--- src/rtl/rirs_pkg.sv ---
// Shared types and constants for the range increment / range sum block.
// No dependencies.
package rirs_pkg;

  localparam int POSITIONS_DEF  = 4096;
  localparam int COUNT_BITS_DEF = 32;
  localparam int POS_W          = 12;
  localparam int SUM_W          = 48;
  localparam logic [SUM_W-1:0] SUM_MAX = {SUM_W{1'b1}};

  localparam logic CMD_INC   = 1'b0;
  localparam logic CMD_QUERY = 1'b1;

  // frame phase: which child is visited next
  localparam logic [1:0] PH_LEFT  = 2'd0;
  localparam logic [1:0] PH_RIGHT = 2'd1;
  localparam logic [1:0] PH_DONE  = 2'd2;

  typedef enum logic [3:0] {
    ST_CLEAR, ST_IDLE, ST_READ, ST_EVAL, ST_QACC,
    ST_RET, ST_POPPED, ST_FREAD, ST_FWRITE, ST_OUT
  } state_t;

  typedef struct packed {
    logic clr;
    logic load;
    logic rd;
    logic eval;
    logic qmul;
    logic qacc;
    logic push;
    logic pop;
    logic psum_wr;
    logic out_load;
  } dp_cmd_t;

  typedef struct packed {
    logic       clr_done;
    logic       in_empty;
    logic       in_query;
    logic       is_query;
    logic       disjoint;
    logic       full;
    logic       sp_zero;
    logic       res_free;
    logic [1:0] phase;
  } dp_status_t;

endpackage

--- src/rtl/rirs_ctrl.sv ---
// Sequencer for the tree walk: clearing pass, node visits, returns.
// Depends on rirs_pkg.
module rirs_ctrl (
  input  logic                 clk,
  input  logic                 rst,
  input  logic                 in_valid,
  output logic                 in_ready,
  input  rirs_pkg::dp_status_t status,
  output rirs_pkg::dp_cmd_t    cmd
);

  rirs_pkg::state_t state, state_next;

  always_ff @(posedge clk) begin
    if (rst) begin
      state <= rirs_pkg::ST_CLEAR;
    end else begin
      state <= state_next;
    end
  end

  always_comb begin
    state_next = state;
    cmd        = '0;
    in_ready   = 1'b0;
    unique case (state)
      rirs_pkg::ST_CLEAR: begin
        cmd.clr = 1'b1;
        if (status.clr_done) state_next = rirs_pkg::ST_IDLE;
      end
      rirs_pkg::ST_IDLE: begin
        in_ready = 1'b1;
        if (in_valid) begin
          cmd.load = 1'b1;
          if (status.in_empty) begin
            state_next = status.in_query ? rirs_pkg::ST_OUT : rirs_pkg::ST_IDLE;
          end else begin
            state_next = rirs_pkg::ST_READ;
          end
        end
      end
      rirs_pkg::ST_READ: begin
        cmd.rd     = 1'b1;
        state_next = rirs_pkg::ST_EVAL;
      end
      rirs_pkg::ST_EVAL: begin
        cmd.eval = 1'b1;
        if (status.disjoint) begin
          state_next = rirs_pkg::ST_RET;
        end else if (status.is_query) begin
          cmd.qmul   = 1'b1;
          state_next = rirs_pkg::ST_QACC;
        end else if (status.full) begin
          state_next = rirs_pkg::ST_RET;
        end else begin
          cmd.push   = 1'b1;
          state_next = rirs_pkg::ST_READ;
        end
      end
      rirs_pkg::ST_QACC: begin
        cmd.qacc = 1'b1;
        if (status.full) begin
          state_next = rirs_pkg::ST_RET;
        end else begin
          cmd.push   = 1'b1;
          state_next = rirs_pkg::ST_READ;
        end
      end
      rirs_pkg::ST_RET: begin
        if (status.sp_zero) begin
          state_next = status.is_query ? rirs_pkg::ST_OUT : rirs_pkg::ST_IDLE;
        end else begin
          cmd.pop    = 1'b1;
          state_next = rirs_pkg::ST_POPPED;
        end
      end
      rirs_pkg::ST_POPPED: begin
        case (status.phase)
          rirs_pkg::PH_RIGHT: begin
            cmd.push   = 1'b1;
            state_next = rirs_pkg::ST_READ;
          end
          rirs_pkg::PH_DONE: begin
            state_next = status.is_query ? rirs_pkg::ST_RET : rirs_pkg::ST_FREAD;
          end
          default: state_next = rirs_pkg::ST_RET;
        endcase
      end
      rirs_pkg::ST_FREAD: begin
        cmd.rd     = 1'b1;
        state_next = rirs_pkg::ST_FWRITE;
      end
      rirs_pkg::ST_FWRITE: begin
        cmd.psum_wr = 1'b1;
        state_next  = rirs_pkg::ST_RET;
      end
      rirs_pkg::ST_OUT: begin
        if (status.res_free) begin
          cmd.out_load = 1'b1;
          state_next   = rirs_pkg::ST_IDLE;
        end
      end
      default: state_next = rirs_pkg::ST_CLEAR;
    endcase
  end

endmodule

--- config.mk ---
export PLATFORM = sky130hd
export DESIGN_NAME = rirs_ctrl
export DESIGN_NICKNAME = d
export VERILOG_FILES = /design/src/rtl/rirs_pkg.sv /design/src/rtl/rirs_ctrl.sv
export SDC_FILE = /design/constraint.sdc
export NUM_CORES = 1
export LEC_CHECK = 0
export ABC_AREA = 1
export BUFFER_PORTS_ARGS = -buffer_cell sky130_fd_sc_hd__buf_2
export CORE_AREA = 2 2 39 41
export CTS_BUF_LIST = sky130_fd_sc_hd__clkbuf_2 sky130_fd_sc_hd__clkbuf_4 sky130_fd_sc_hd__clkbuf_8
export DETAILED_ROUTE_END_ITERATION = 7
export DIE_AREA = 0 0 41 43
export PLACE_DENSITY_LB_ADDON = 0.25
export SYNTH_ARGS = -nofsm -noshare
export SYNTH_HDL_FRONTEND = slang
export SYNTH_SLANG_ARGS = --single-unit
--- constraint.sdc ---
create_clock -name clk -period 1.2 [get_ports clk]
set_input_delay 0.36 -clock clk [delete_from_list [all_inputs] [get_ports clk]]
set_output_delay 0.36 -clock clk [all_outputs]
set_load 0.02 [all_outputs]
# Word-level counts from Yosys, hierarchy flattened
# Cells that the tools add are included.
# totals
reg_bits,4
out_inout_bits,11
elab_cells,50
inputBits,13
# classes
reduce_logical,3
n_eq_ne,14
muxes,32
# op_table
op,count
$pmux 4 s10,1
$mux 4,9
$mux 1,17
$eq 4x3->1 const B,4
$eq 4x2->1 const B,2
$eq 4x4->1 const B,2
$ne 2x2->1 const B,3
$pmux 3 s2,1
$eq 4x1->1 const B,1
$logic_not 4->1,1
$mux 2,2
$mux 3,1
$pmux 1 s3,1
$reduce_and 3->1,1
$eq 2x1->1 const B,1
$eq 2x2->1 const B,1
$reduce_or 2->1,1

# Longest topological paths before layout
# depth
word_depth,4
ltp_mapped,9
depth_no_buf,9

# Worst setup path before layout
# Ideal clock, no wire load.
# synth_timing
path_type,register to output
start,register state[0]
end,output port cmd[5] (netlist name)
n_path_buf,0
arrival_time_ns,1.211
required_ns,0.840
path_stages_with_launch,3
path_slack_ns,-0.371
cell_sequence,dfxtp_1 -> nand2_1 -> nor4_1
# synth_lines
item,line_no,source
start: declaration,rirs_ctrl.sv:12,"rirs_pkg::state_t state, state_next;"
start signal: assignment,rirs_ctrl.sv:16,state <= rirs_pkg::ST_CLEAR;
start signal: assignment,rirs_ctrl.sv:18,state <= state_next;
end: declaration,rirs_ctrl.sv:9,output rirs_pkg::dp_cmd_t cmd

==> summary.md <==
| Metric | Value |
|---|---|
| Outcome | `complete, but fails checks` |
| Failing checks | `negative setup slack` |
| Max H-tree Level | `1` |
| Final ANT Viol Nets | `0` |
| Reg-to-Reg Start | `state[1]` |
| DRT Pass-1 Iters | `5` |
| Antenna cell count | `0` |
| Die X | `41 µm` |
| Starting Density | `between 30% and 40%` |
| Synth unique cells | `16` |
| Iter 0 DRT Violations | `13` |
| CP Launch Type | `register` |
| Final Skew | `0.00757 ns` |
| Net Count, Synth | `110` |
| Sw Ratio | `42.8%` |
| First-pass GRT wire length | `approximately 3100 µm` |
| WP data required | `roughly 0.84 ns` |
| DP Worst Slack | `-0.273 ns` |
| Sequential-to-total area share from yosys stat | `16.0%` |
| CTS tree | `built` |
| Most flops, register | `state` |
| Sequential share of power | `20.6%` |
| Via-per-instance ratio | `between 4 and 5` |
| Max Transition Viols Final | `0` |
| Core outline area | `0.00138 mm²` |
| Fillcell total | `96` |
| Tcrit/Tclk final | `129%` |
| RSZ-0062 raised after global routing | `true` |
| Yosys reg bits | `4` |
| Clock Power Share | `between 20% and 30%` |
| Clock latency on the worst-skew pair | `between 0.2 and 0.25 ns` |
| Root Buffer | `clkbuf_4` |
| Total Routing Usage GR | `24.9%` |
| Logic pwr share | `59.0%` |
| Total die area | `roughly 0.0018 mm²` |
| CTS Buffer Depth | `2` |
| Hold depth | `2` |
| Post-Syn Instances | `94` |
| Worst reg2reg endpoint | `state[0]` |
| Die Y | `between 40 and 50 µm` |
| Cts hold-fix bufs | `0` |
| Max Clk Rate | `0.646 GHz` |
| Post-Syn Area | `499 µm²` |
| Ys Warns | `0` |
| Syn avg cell area | `about 5.3 µm²` |
| Post-DP HPWL | `1330 µm` |
| Relative slew slack | `between 80% and 90%` |
| Initial antenna violation count | `0` |
| Hold_sp | `rst` |
| CP arrival | `1.19 ns` |
| Max reg flops | `4` |
| Final worst slack | `-0.348 ns` |
| Gpl congestion | `between 0.8 and 0.9` |
| Worst-path clk slew | `0.04 ns` |
| Worst Setup Path Type | `register to primary output` |
| Fin. Hold Viols | `0` |
| Setup crit end kind | `primary output` |
| Actual slew at the worst max-slew pin | `approximately 0.28 ns` |
| Static Leakage | `just over 0.6 nW` |
| Maximum number of pins on one net before global-route repair | `7` |
| PortBufs | `23` |
| Inserted Clock Buffers | `3` |
| Layout cells sized above 1 | `63.5%` |
| Clock Sinks | `4` |
| Syn-to-layout area delta | `127%` |
| R2R cell count | `8` |
| Vias post-DR | `about 790` |
| Largest vdd supply drop | `0.476 mV` |
| Crit-path max FO | `5` |
| Vias in the first global route | `799` |
| Pwr dens | `~880 mW/mm²` |
| Total design power | `about 0.0010 W` |
| WHS Endpoint | `state[0]` |
| Setup violators final | `14` |
| Int Power | `roughly 0.00057 W` |
| Register area | `roughly 93 µm²` |
| Maximum capacitance violations | `0` |
| Rows | `14` |
| Drt drc | `0` |
| Psw | `~0.00043 W` |
| Multi-input logic area | `515 µm²` |
| R2r setup slk | `-0.14 ns` |
| I/O pin total | `24` |
| Fin nets | `about 170` |
| Final min period | `around 1.5 ns` |
| Routed wire per std cell | `roughly 12 µm` |
| HP Class | `primary input to register` |
| Largest registers | `state x4` |
| Total wire length | `1980 µm` |
| Grt ovf | `0` |
power by group through the flow:
stage / registers, W / clock network, W / logic [W]
after floorplan: 0.000184 / 0 / 0.000250
after global placement: 0.000188 / 0 / 0.000413
after detailed placement: 0.000189 / 0 / 0.000419
after CTS: 0.000200 / 0.000205 / 0.000510
after global routing: 0.000207 / 0.000225 / 0.000638
final: 0.000206 / 0.000204 / 0.000591
cell usage after synthesis:
cell | instances | area share (%)
dfxtp_1 | 4 | 16
nor4_1 | 1 | 1.3
nor2_1 | 12 | 9.0
ha_1 | 3 | 7.5
nor2_2 | 3 | 3.8
a31oi_1 | 1 | 1.3
inv_1 | 19 | 14
nand3_1 | 12 | 12
nor2_4 | 1 | 2.3
o21ai_1 | 1 | 1.0
nand2_4 | 1 | 2.3
nor3_1 | 3 | 3.0
nand4_1 | 1 | 1.3
nand2_1 | 27 | 20
a21oi_1 | 4 | 4.0
inv_2 | 1 | 0.75
cell usage in the layout, fill, tap and decap left out:
cell,count
nand3_2,2
nor2_1,5
nand3_4,2
inv_1,13
a21oi_1,2
nor3_2,1
buf_6,12
nor3_1,1
inv_4,2
inv_6,1
nand2_2,5
buf_2,12
inv_2,4
nor2_4,10
clkbuf_4,4
buf_4,26
nand4_1,1
nor3_4,1
ha_1,3
dfxtp_2,1
a31oi_1,1
nor4_4,1
nor2_2,1
nand3_1,8
nand2_1,19
o21ai_1,1
a21oi_2,2
nand2_4,4
dfxtp_4,3
worst max-delay path by stage:
| stage | from | slack, ns | to | cells after the start |
|---|---|---|---|---|
| 2_1_floorplan | state[2] | -0.07 | cmd[3] | 5 |
| 3_5_place_dp | status[4] | -0.27 | cmd[3] | 5 |
| 4_1_cts | state[3] | -0.34 | cmd[3] | 6 |
| 3_3_place_gp | status[4] | -0.25 | cmd[3] | 5 |
| 5_1_grt | state[1] | -0.40 | cmd[0] | 5 |
| 6_report | state[1] | -0.35 | cmd[0] | 5 |
metrics by stage:
step           instance area, µm²  TNS, ns  utilization [%]  cells  hold slack, ns
4_1_cts                      1060    -3.31             76.9    162           0.322
3_3_place_gp                  857    -1.35             61.9    152           0.561
3_5_place_dp                  857    -1.60             61.9    152           0.561
5_1_grt                      1130    -4.40             81.9    164           0.337
2_1_floorplan                 579   -0.270                -     94           0.419
6_report                     1130    -3.62             81.9    164           0.338
per-layer routing:
layer	global-route usage [%]	wire length, µm	vias up
met5	0	0	-
met4	7.33	14	0
met3	2.62	70	2
met2	47.8	1150	29
met1	25.6	746	356
li1	-	-	399
layout make-up:
| class | instances | area share (%) |
|---|---|---|
| Clock buffer | 4 | 2.65 |
| Timing Repair Buffer | 50 | 34.4 |
| Multi-Input combinational cell | 70 | 45.5 |
| Sequential cell | 4 | 8.17 |
| Tap cell | 16 | 1.77 |
| Inverter | 20 | 7.51 |
cell families (layout without fill, tap and decap cells):
group                      Yosys count  count (layout)  synth area share (%)
and+or+nand+nor                     61              61                  55.1
DFF                                  4               4                  16.0
AOI/OAI and AO/OA                    6               6                  6.27
buffers and inverters               20              74                  15.0
adders and majority gates            3               3                  7.52
worst max-delay path, cell delays in order, from the launching register on:
cell and delay, ns:
dfxtp_4 0.38, buf_6 0.13, nor2_4 0.14, nand3_4 0.10
nor2_4 0.09, buf_6 0.12
timing repair:
action	in CTS	in global routing
setup endpoints to repair	14	15
gates resized for setup	41	14
cloned	0	0
buffers inserted	6	4
pin swaps	8	21
Power figures use the tool's default switching activity.
